**src/rtl/wcs_pkg.sv**
```systemverilog
// ----------------------------------------------------------------------------
// wcs_pkg
// Shared types and constants for the per-word sort or reverse block.
// ----------------------------------------------------------------------------
package wcs_pkg;

  localparam int MAX_WORD_LEN = 32;
  localparam int LEN_W        = $clog2(MAX_WORD_LEN + 1);

  localparam logic [7:0] SPACE_CODE = 8'h20;

  localparam logic MODE_SORT    = 1'b0;
  localparam logic MODE_REVERSE = 1'b1;

  typedef struct packed {
    logic [7:0] text_byte;
    logic       end_of_text;
  } in_item_t;

  typedef struct packed {
    logic [7:0] out_byte;
    logic       run_last;
    logic       word_overflow;
  } out_item_t;

  // control broadcast to every cell of the row
  typedef struct packed {
    logic       insert;
    logic       pop;
    logic [7:0] new_byte;
  } cell_ctrl_t;

  typedef enum logic {
    ST_IDLE,
    ST_EMIT
  } state_t;

endpackage

```
**src/rtl/wcs_stream_if.sv**
```systemverilog
// ----------------------------------------------------------------------------
// wcs_in_if / wcs_out_if
// Valid/ready channels carrying input words and result words.
// ----------------------------------------------------------------------------
interface wcs_in_if;
  logic              valid;
  logic              ready;
  wcs_pkg::in_item_t data;

  modport source (output valid, output data, input ready);
  modport sink   (input valid, input data, output ready);
endinterface

interface wcs_out_if;
  logic               valid;
  logic               ready;
  wcs_pkg::out_item_t data;

  modport source (output valid, output data, input ready);
  modport sink   (input valid, input data, output ready);
endinterface

```
**src/rtl/wcs_cell.sv**
```systemverilog
// ----------------------------------------------------------------------------
// wcs_cell
// One slot of the word row: an arrival-order byte and a sorted-order byte.
// ----------------------------------------------------------------------------
module wcs_cell (
  input  logic                clk,
  input  wcs_pkg::cell_ctrl_t ctrl,
  input  logic                own_valid,
  input  logic                left_le,
  input  logic [7:0]          left_stack,
  input  logic [7:0]          left_sort,
  input  logic [7:0]          right_stack,
  input  logic [7:0]          right_sort,
  output logic [7:0]          stack_q,
  output logic [7:0]          sort_q,
  output logic                le
);

  logic [7:0] stack_next;
  logic [7:0] sort_next;

  // held byte stays in front of the new one
  assign le = own_valid && (sort_q <= ctrl.new_byte);

  always_comb begin
    stack_next = stack_q;
    sort_next  = sort_q;
    if (ctrl.insert) begin
      stack_next = left_stack;
      if (le) begin
        sort_next = sort_q;
      end else if (left_le) begin
        sort_next = ctrl.new_byte;
      end else begin
        sort_next = left_sort;
      end
    end else if (ctrl.pop) begin
      stack_next = right_stack;
      sort_next  = right_sort;
    end
  end

  always_ff @(posedge clk) begin
    stack_q <= stack_next;
    sort_q  <= sort_next;
  end

endmodule

```
**src/rtl/word_char_sort_reverse.sv**
```systemverilog
// ----------------------------------------------------------------------------
// word_char_sort_reverse
// Per-word byte sort or reverse over a text stream, built on a row of cells.
// ----------------------------------------------------------------------------
// Word bytes enter a row of 32 cells, one a cycle while idle; the row keeps the
// word both in arrival order (a shift stack) and in ascending order (a
// parallel insertion row). A space, or a non-space byte flagged end_of_text,
// starts emission: the row pops one byte a cycle from cell zero while the
// output register can take it, then a trailing space if a space ended the
// word, and no input is accepted meanwhile. A new byte is taken while the last
// result still waits in the output register. Bytes past 32 are dropped and
// flag word_overflow on every result of that word; mode is sampled at emission.
module word_char_sort_reverse (
  input  logic             clk,
  input  logic             rst,
  wcs_in_if.sink           text,
  wcs_out_if.source        result,
  input  logic             mode_we,
  input  logic             mode_wdata
);

  localparam int N = wcs_pkg::MAX_WORD_LEN;
  localparam int W = wcs_pkg::LEN_W;

  wcs_pkg::state_t    state, state_next;
  logic               mode;
  logic [W-1:0]       word_length, word_length_next;
  logic               overflow_seen, overflow_seen_next;
  logic               space_pend;
  logic               out_valid;
  wcs_pkg::out_item_t out_data;

  logic               accept;
  logic               is_space;
  logic               full;
  logic               slot_free;
  logic               emit_fire;
  logic               emit_last;
  logic [7:0]         emit_byte;
  wcs_pkg::cell_ctrl_t ctrl;

  logic [7:0] stack_q [N];
  logic [7:0] sort_q  [N];
  logic       le      [N];

  assign is_space  = text.data.text_byte == wcs_pkg::SPACE_CODE;
  assign full      = word_length == W'(N);
  assign accept    = text.valid && text.ready;
  assign slot_free = !out_valid || result.ready;

  assign ctrl.insert   = accept && !is_space && !full;
  assign ctrl.pop      = emit_fire && (word_length != '0);
  assign ctrl.new_byte = text.data.text_byte;

  // cell row
  for (genvar i = 0; i < N; i++) begin : g_cell
    wcs_cell u_cell (
      .clk         (clk),
      .ctrl        (ctrl),
      .own_valid   (word_length > W'(i)),
      .left_le     ((i == 0) ? 1'b1 : le[(i == 0) ? 0 : i - 1]),
      .left_stack  ((i == 0) ? ctrl.new_byte : stack_q[(i == 0) ? 0 : i - 1]),
      .left_sort   ((i == 0) ? 8'h00 : sort_q[(i == 0) ? 0 : i - 1]),
      .right_stack ((i == N - 1) ? 8'h00 : stack_q[(i == N - 1) ? i : i + 1]),
      .right_sort  ((i == N - 1) ? 8'h00 : sort_q[(i == N - 1) ? i : i + 1]),
      .stack_q     (stack_q[i]),
      .sort_q      (sort_q[i]),
      .le          (le[i])
    );
  end

  // next state
  always_comb begin
    state_next = state;
    unique case (state)
      wcs_pkg::ST_IDLE: begin
        if (accept && (is_space || text.data.end_of_text)) begin
          state_next = wcs_pkg::ST_EMIT;
        end
      end
      wcs_pkg::ST_EMIT: begin
        if (emit_fire && emit_last) begin
          state_next = wcs_pkg::ST_IDLE;
        end
      end
      default: state_next = wcs_pkg::ST_IDLE;
    endcase
  end

  // outputs of the state machine
  always_comb begin
    text.ready = 1'b0;
    emit_fire  = 1'b0;
    unique case (state)
      wcs_pkg::ST_IDLE: text.ready = 1'b1;
      wcs_pkg::ST_EMIT: emit_fire  = slot_free;
      default: begin
        text.ready = 1'b0;
        emit_fire  = 1'b0;
      end
    endcase
  end

  always_comb begin
    if (word_length == '0) begin
      emit_byte = wcs_pkg::SPACE_CODE;
    end else if (mode == wcs_pkg::MODE_REVERSE) begin
      emit_byte = stack_q[0];
    end else begin
      emit_byte = sort_q[0];
    end
    emit_last = (word_length == '0) || ((word_length == W'(1)) && !space_pend);
  end

  always_comb begin
    word_length_next   = word_length;
    overflow_seen_next = overflow_seen;
    if (ctrl.insert) begin
      word_length_next = word_length + W'(1);
    end else if (ctrl.pop) begin
      word_length_next = word_length - W'(1);
    end
    if (accept && !is_space && full) begin
      overflow_seen_next = 1'b1;
    end else if (emit_fire && emit_last) begin
      overflow_seen_next = 1'b0;
    end
  end

  always_ff @(posedge clk) begin
    if (rst) begin
      state         <= wcs_pkg::ST_IDLE;
      mode          <= wcs_pkg::MODE_SORT;
      word_length   <= '0;
      overflow_seen <= 1'b0;
      space_pend    <= 1'b0;
      out_valid     <= 1'b0;
    end else begin
      state         <= state_next;
      word_length   <= word_length_next;
      overflow_seen <= overflow_seen_next;
      if (mode_we) begin
        mode <= mode_wdata;
      end
      if (accept) begin
        space_pend <= is_space;
      end
      if (emit_fire) begin
        out_valid <= 1'b1;
      end else if (result.ready) begin
        out_valid <= 1'b0;
      end
    end
  end

  always_ff @(posedge clk) begin
    if (emit_fire) begin
      out_data.out_byte      <= emit_byte;
      out_data.run_last      <= emit_last;
      out_data.word_overflow <= overflow_seen;
    end
  end

  assign result.valid = out_valid;
  assign result.data  = out_data;

`ifndef SYNTHESIS
  a_len_bound: assert property (@(posedge clk) disable iff (rst)
    word_length <= W'(N))
    else $error("word length beyond capacity");

  a_space_emits: assert property (@(posedge clk) disable iff (rst)
    accept && is_space |=> state == wcs_pkg::ST_EMIT)
    else $error("space did not start emission");

  a_trailing_space: assert property (@(posedge clk) disable iff (rst)
    emit_fire && emit_last && space_pend |=>
      result.valid && result.data.out_byte == wcs_pkg::SPACE_CODE
      && result.data.run_last)
    else $error("word did not close with a space");

  a_no_take_in_emit: assert property (@(posedge clk) disable iff (rst)
    state == wcs_pkg::ST_EMIT |-> !text.ready)
    else $error("input taken during emission");
`endif

endmodule
```
**src/flat_wrapper.sv**
```systemverilog
// flat-port wrapper written by rule: the top's interface ports become plain ports
module word_char_sort_reverse_flat 
  (clk, rst, mode_we, mode_wdata, text_valid, text_data, text_ready, result_valid, result_data, result_ready);
  wcs_in_if text_i ();
  wcs_out_if result_i ();
  input  logic clk;
  input  logic rst;
  input  logic mode_we;
  input  logic mode_wdata;
  input wire logic [$bits(text_i.valid)-1:0] text_valid;
  input wire logic [$bits(text_i.data)-1:0] text_data;
  output wire logic [$bits(text_i.ready)-1:0] text_ready;
  output wire logic [$bits(result_i.valid)-1:0] result_valid;
  output wire logic [$bits(result_i.data)-1:0] result_data;
  input wire logic [$bits(result_i.ready)-1:0] result_ready;
  assign text_i.valid = text_valid;
  assign text_i.data = text_data;
  assign text_ready = text_i.ready;
  assign result_valid = result_i.valid;
  assign result_data = result_i.data;
  assign result_i.ready = result_ready;
  word_char_sort_reverse u_core (.clk(clk), .rst(rst), .text(text_i), .result(result_i), .mode_we(mode_we), .mode_wdata(mode_wdata));
endmodule
```
**config.mk**
```make
export PLATFORM = sky130hd
export DESIGN_NAME = word_char_sort_reverse_flat
export DESIGN_NICKNAME = d
export VERILOG_FILES = /design/src/rtl/wcs_pkg.sv /design/src/rtl/wcs_stream_if.sv /design/src/rtl/wcs_cell.sv /design/src/rtl/word_char_sort_reverse.sv /design/src/flat_wrapper.sv
export SDC_FILE = /design/constraint.sdc
export NUM_CORES = 2
export LEC_CHECK = 0
export BUFFER_PORTS_ARGS = -buffer_cell sky130_fd_sc_hd__buf_4
export CORE_MARGIN = 3
export CORE_UTILIZATION = 45
export CTS_CLUSTER_SIZE = 20
export DETAILED_ROUTE_END_ITERATION = 10
export HOLD_SLACK_MARGIN = 0.03
export SYNTH_ARGS = -nofsm -noshare
export SYNTH_HDL_FRONTEND = slang
export SYNTH_SLANG_ARGS = --single-unit
```
**constraint.sdc**
```tcl
create_clock -name clk -period 6.1 [get_ports clk]
set_input_delay 1.22 -clock clk [delete_from_list [all_inputs] [get_ports clk]]
set_output_delay 1.22 -clock clk [all_outputs]
set_load 0.01 [all_outputs]
```
======== Word level (Yosys, flattened, before mapping) ========
Cells that the tools add are included.
word-level totals
  flip-flop bits (word level) ............. 533
  bits of input ports ..................... 15
  output and inout port bits .............. 12
cells by class
  add/subtract/negate cells ............... 2
  $lt $le $gt $ge ......................... 64
  equal/unequal tests ..................... 35
  muxes and demuxes ....................... 202
  bitwise gates (word level) .............. 1
  reduce and logical (&&, ||, !) cells .... 84
operators with widths
  kind                                                number
  two-way mux 8 bit                                   191
  <= comparator 8 bit                                 32
  > comparator 6 x 5 -> 1 bit, second input constant  16
  != test 2 bit, second input constant                32
  AND reduction 2 bit                                 32
  > comparator 6 x 4 -> 1 bit, second input constant  8
  logical AND 1 bit                                   40
  > comparator 6 x 3 -> 1 bit, second input constant  4
  > comparator 6 x 1 -> 1 bit, second input constant  2
  > comparator 6 x 2 -> 1 bit, second input constant  2
  two-way mux 6 bit                                   2
  == test 8 x 6 -> 1 bit, second input constant       1
  two-way mux 1 bit                                   8
  adder 6 x 1 -> 6 bit, second input constant         1
  == test 6 x 1 -> 1 bit, second input constant       1
  == test 6 bit, second input constant                1
  logical NOT 6 bit                                   1
  nonzero test 2 bit                                  3
  nonzero test 6 bit                                  1
  subtractor 6 x 1 -> 6 bit, second input constant    1
  logical NOT 1 bit                                   4
  logical OR 1 bit                                    3
  case mux 1 bit (2 select lines)                     1
  inverter 1 bit                                      1

======== Longest topological paths before layout ========
  depth after elaboration ................. 6
  mapped depth ............................ 11

======== Hierarchy ========
A second synthesis with hierarchy kept.
unflattened totals
  cell total of the unflattened synthesis .. 2916
  area, all modules ....................... 33783.7 um^2
by module, submodules not included
  module                  times used  cells each  area an instance (um^2)  seq. area each (um^2)
  wcs_cell                32          86          1013.5                   480.5
  word_char_sort_reverse  1           164         1352.5                   520.5

======== Worst setup path before layout ========
Ideal clock, no wire load.
  kind .................................... input to register
  start ................................... input port text_data[7]
  end ..................................... register u_core.g_cell[31].u_cell.sort_q[0] (enable)
  setup time .............................. 331 ps
  arrival ................................. 5705 ps
  required time ........................... 5769 ps
  setup slack ............................. 64 ps
  stages on the path ...................... 7
  buffers on the path ..................... 3
  path through ............................ clkbuf_1 -> nor4b_4 -> a221o_1 -> buf_2 -> buf_4 -> nand2_2 -> o21a_1
between the ends
  cells in the longest elaborated chain, start to end .. 6
  elaborated cells on any way between the ends .. 9
  classes of those cells .................. order compare: 1; eq/ne: 2; reduce/logical: 6
ends and longest elaborated chain
  element                                                                      line                source
  from (decl)                                                                  flat_wrapper.sv:11  input wire logic [$bits(text_i.data)-1:0] text_data;
  parallel branches: the longest is 5 deep, another holds <= comparator 8 bit  -
  AND reduction 2 bit (no line) *                                              -
  to (signal assigned)                                                         wcs_cell.sv:45      sort_q <= sort_next;
  to (decl)                                                                    wcs_cell.sv:15      output logic [7:0] sort_q,
Every way passes the cells marked *.
A chain may end at the register's enable or synchronous reset.

======== Worst setup path after layout ========
  start ................................... input port text_data[5]
  end ..................................... register u_core.g_cell[23].u_cell.sort_q[7] (data pin)
between the ends
  cells in the longest elaborated chain, start to end .. 5
  elaborated cells on any way between the ends .. 9
  classes of those cells .................. order compare: 1; eq/ne: 1; mux: 3; reduce/logical: 4
ends and longest elaborated chain
  element                                                        line                                          source
  <= comparator 8 bit or == test 8 x 6 -> 1 bit (tied branches)  wcs_cell.sv:23, word_char_sort_reverse.sv:46
  logical AND 1 bit or logical NOT 1 bit (tied branches)         wcs_cell.sv:23, word_char_sort_reverse.sv:51
  two-way mux 8 bit or logical AND 1 bit (tied branches)         wcs_cell.sv:32, word_char_sort_reverse.sv:51
  two-way mux 8 bit or logical AND 1 bit (tied branches)         wcs_cell.sv:30, word_char_sort_reverse.sv:51
  two-way mux 8 bit *                                            wcs_cell.sv:28                                if (ctrl.insert) begin
  named net u_core.g_cell[23].u_cell.sort_next[7]                wcs_cell.sv:20                                logic [7:0] sort_next;
  to (signal assigned)                                           wcs_cell.sv:45
  to (decl)                                                      wcs_cell.sv:15
Mark *: on every way through the listed nets, which the timed path passes. The rest lies on a longest branch. The select of a mux whose other input is x is not followed.

==> results.md <==
- The routed wire length is 101000 µm.
- The most instantiated library cell after synthesis is nand2_1.
- The remaining global-route overflow is 0.
- The total number of vias is 28500.
- The count of antenna-violating nets left after detailed routing is 0.
- The floorplan has 98 rows.
- The number of nets in the layout is 3701.
- Counting the fill cells in the layout gives 6597.
- Global routing used 25.4% of the available tracks across all layers.
- Ranked by total cell area, the synthesized netlist is headed by edfxtp_1 48%, ha_1 9.8%, nand2_1 9.3%.
- For the final database, setup skew stands at 0.0202 ns.
- The largest fanout on the critical path is 33.
- The number of failing setup endpoints in the final timing report is 0.
- The run finished with clean final reports.
- The horizontal die dimension is 277 µm.
- After synthesis, flip-flops and latches occupy 48.2% of the total area.
- The worst register-to-register path ends at u_core.g_cell[21].u_cell.stack_q[4].
- The ratio of final minimum period to clock period is 66.7%.
- The first detailed-routing pass ran for 6 iterations.
- The type of the worst min-delay path is flop to flop.
- The latest clock arrival within the worst-skew pair is 0.66 ns.
- After clock tree synthesis, the flow added hold-fix buffers numbering 0.
- The clock buffer count from CTS is 60.
- The max-slew violation count is 0.
- The number of diodes is 0.
- The kind of start point of the critical path is an input port.
- The first global-routing pass estimated 155000 µm of wire.
- The number of nets in the synthesized netlist is 3731.
- The clock slew at the register clock pins of the worst setup and hold paths is 0.06 ns.
- The final period demand of the worst path is 4.07 ns.
- After the first detailed-routing iteration, the DRC count stood at 3636.
- The number of non-filler instances in the completed layout is 4426.
- The static power due to leakage is 13.7 nW.
- Derived from the worst setup path, the maximum achievable clock frequency is 246 MHz.
- The clock net sink count is 533.
- For the pin with the worst max-slew slack, the measured transition is 1.28 ns.
- Gates resized during post-CTS repair numbered 0.
- The most used flip-flop cell after synthesis is edfxtp_1.
- Of the cells placed in the final design, the portion with a size suffix greater than 1 is 6.96%.
- The synthesized design spends more area on one cell type than any other, namely edfxtp_1.
- Input and output buffers added on the ports amount to 26.
- The cell count after synthesis came out at 3457.
- For this design the top-level I/O count stands at 27.
- For this configuration, the core starts out at a cell density of 45.8%.
- Setup repair after global routing left no endpoint under its margin.
- Hold is met by 0.456 ns.
- Entering global routing, the biggest net connects 242 pins.
- The detailed-route wire length per cell is 22.8 µm.
- Counting flops with a built-in enable in the synthesized netlist gives 522.
- The number of levels in the clock H-tree is 2.
- TritonCTS built the clock tree.
- After synthesis the netlist holds a flip-flop and latch count of 533.
- The netlist area before placement is 33000 µm².
- At the worst endpoint, the arrival time is 4.55 ns.
- The clock passes through at most 3 buffers.
- The number of hold violations in the final report is 0.
- The fraction of synthesized cell area taken by the top area cell type is 47.5%.
- STA classifies the critical path endpoint as a flop.
- The number of distinct standard cells referenced by the synthesized netlist is 63.
- Headroom to the max-slew limit came out at 14.3%.
- The worst register-to-register path has a depth of 8.
- Of all flip-flops after synthesis, the portion carrying an async set or reset was 0%.
- The height of the die is 277 µm.
- The DRC violation count after routing is 0.
- The number of global-route vias before repair came to 27100.
- In this run the worst setup path terminates at u_core.g_cell[23].u_cell.sort_q[7].
- The reg-to-reg critical path startpoint is u_core.word_length[1].
- After clock tree synthesis, the setup repair step added 0 buffers.
- Including well taps, the total number of placed cells is 4315.
- The core box area is 72100 µm².
- Summed over all failing endpoints, the final setup total negative slack is 0 ns.
- The die covers 76600 µm².
- In the routed layout, each cell is associated on average with a via count of 6.43.
- The master cell of the clock root buffer is clkbuf_16.
- The layout overhead on the synthesized area is 9.89%.
- The worst setup path category is input port to flop.
- The weighted congestion at the end of routability-driven global placement is 0.870.
- The setup check on the worst reg-to-reg path leaves a slack of 2.27 ns.
- The total of max-cap violations is 0.
- The Yosys step of the flow raised 0 warnings.
- The synthesized area per cell is 9.54 µm².
- Power spread over the standard cell area amounts to 379 nW/µm².
- The critical path starts at text_data[5].
- The half-perimeter wire length of the detailed placement result is 65800 µm.
- The commonest cells after synthesis are 818 x nand2_1, 522 x edfxtp_1, 303 x nand4_1.
- The number of antenna violations at the first check in global routing is 0.
- The maximum vdd ir drop is 0.256 mV.
- The required arrival time at the worst endpoint is 6.58 ns.
registers in the layout, summed over array words and instances, names as in the netlist:
name	count
u_core.g_cell.u_cell.sort_q	256
u_core.space_pend	1
u_core.mode	1
u_core.g_cell.u_cell.stack_q	256
u_core.result.data	10
u_core.state	1
u_core.overflow_seen	1
u_core.word_length	6
u_core.result.valid	1
how the worst min path moves through the flow:
stage	end	depth (start not counted)	start
after floorplan	u_core.result.data[0]	0	u_core.overflow_seen
after global placement	u_core.result.data[0]	0	u_core.overflow_seen
after detailed placement	u_core.result.data[0]	0	u_core.overflow_seen
after CTS	u_core.result.data[0]	0	u_core.overflow_seen
after global routing	u_core.result.data[0]	0	u_core.overflow_seen
final	u_core.result.data[0]	0	u_core.overflow_seen
critical path, stage by stage:
cell and delay, ns:
buf_4 0.54, inv_1 0.56, buf_4 0.44, ha_1 0.34, nand4_1 0.17, o21ai_0 0.78
nand4_1 0.22, a31oi_1 0.23
area by class of cell:
class	instances	area (µm²)	share of cell area, %
Inverter	47	176	0.487
Sequential cell	533	15900	43.9
Clock buffer	79	1610	4.45
Timing Repair Buffer	123	1010	2.79
Multi-Input combinational cell	2662	16000	44.0
Tap cell	950	1190	3.28
Clock inverter	32	405	1.12
through the flow:
stage | cell area (µm²) | utilization [%] | power (mW) | setup slack [ns]
floorplan | 33000 | - | 8.62 | 0.0636
global placement | 34200 | 47.5 | 9.80 | 1.47
detailed placement | 34200 | 47.5 | 9.98 | 1.48
CTS | 36200 | 50.3 | 13.7 | 2.12
global route | 36200 | 50.3 | 14.5 | 1.77
finish | 36200 | 50.3 | 13.8 | 2.03
cell usage in the layout, fill, tap and decap left out, types with 47 or more instances in the layout:
master | synthesis | routed
inv_1 | 47 | 47
clkbuf_16 | 0 | 60
o31ai_1 | 233 | 233
ha_1 | 259 | 259
a31oi_1 | 235 | 235
buf_4 | 10 | 116
nand4_1 | 303 | 303
a21oi_1 | 117 | 117
nor2_1 | 287 | 287
o21ai_0 | 89 | 89
edfxtp_1 | 522 | 522
nand2_1 | 818 | 818
nor2b_1 | 64 | 64
cells by family (layout without fill, tap and decap cells):
logic type               count (synthesis)  in the layout  synth area share [%]
buffers and inverters                  262            281                  3.58
AND/OR/NAND/NOR                       1557           1557                  21.2
AO/OA/AOI/OAI                          823            823                  16.6
adder cells (fa/ha/maj)                259            259                  9.82
XOR/XNOR                                 5              5                 0.133
multiplexers                            18             18                 0.546
flip-flops                             533            533                  48.2
metal layers:
| metal | share of wire, % | up-vias | routed length [µm] | GRT usage [%] |
|---|---|---|---|---|
| met3 | 9.3 | 287 | 9350 | 4.58 |
| met2 | 44 | 1400 | 44100 | 38.7 |
| met1 | 43 | 13700 | 43600 | 36.1 |
| met4 | 3.7 | 0 | 3770 | 9.60 |
| met5 | 0 | - | 0 | 0 |
| li1 | - | 13100 | - | - |
report_power, final:
part	internal [mW]	switching, mW
Sequential	5.24	0.764
Combinational	1.34	2.69
Clock	2.13	1.59
Total	8.71	5.04
(Power assumes the default switching activity.)
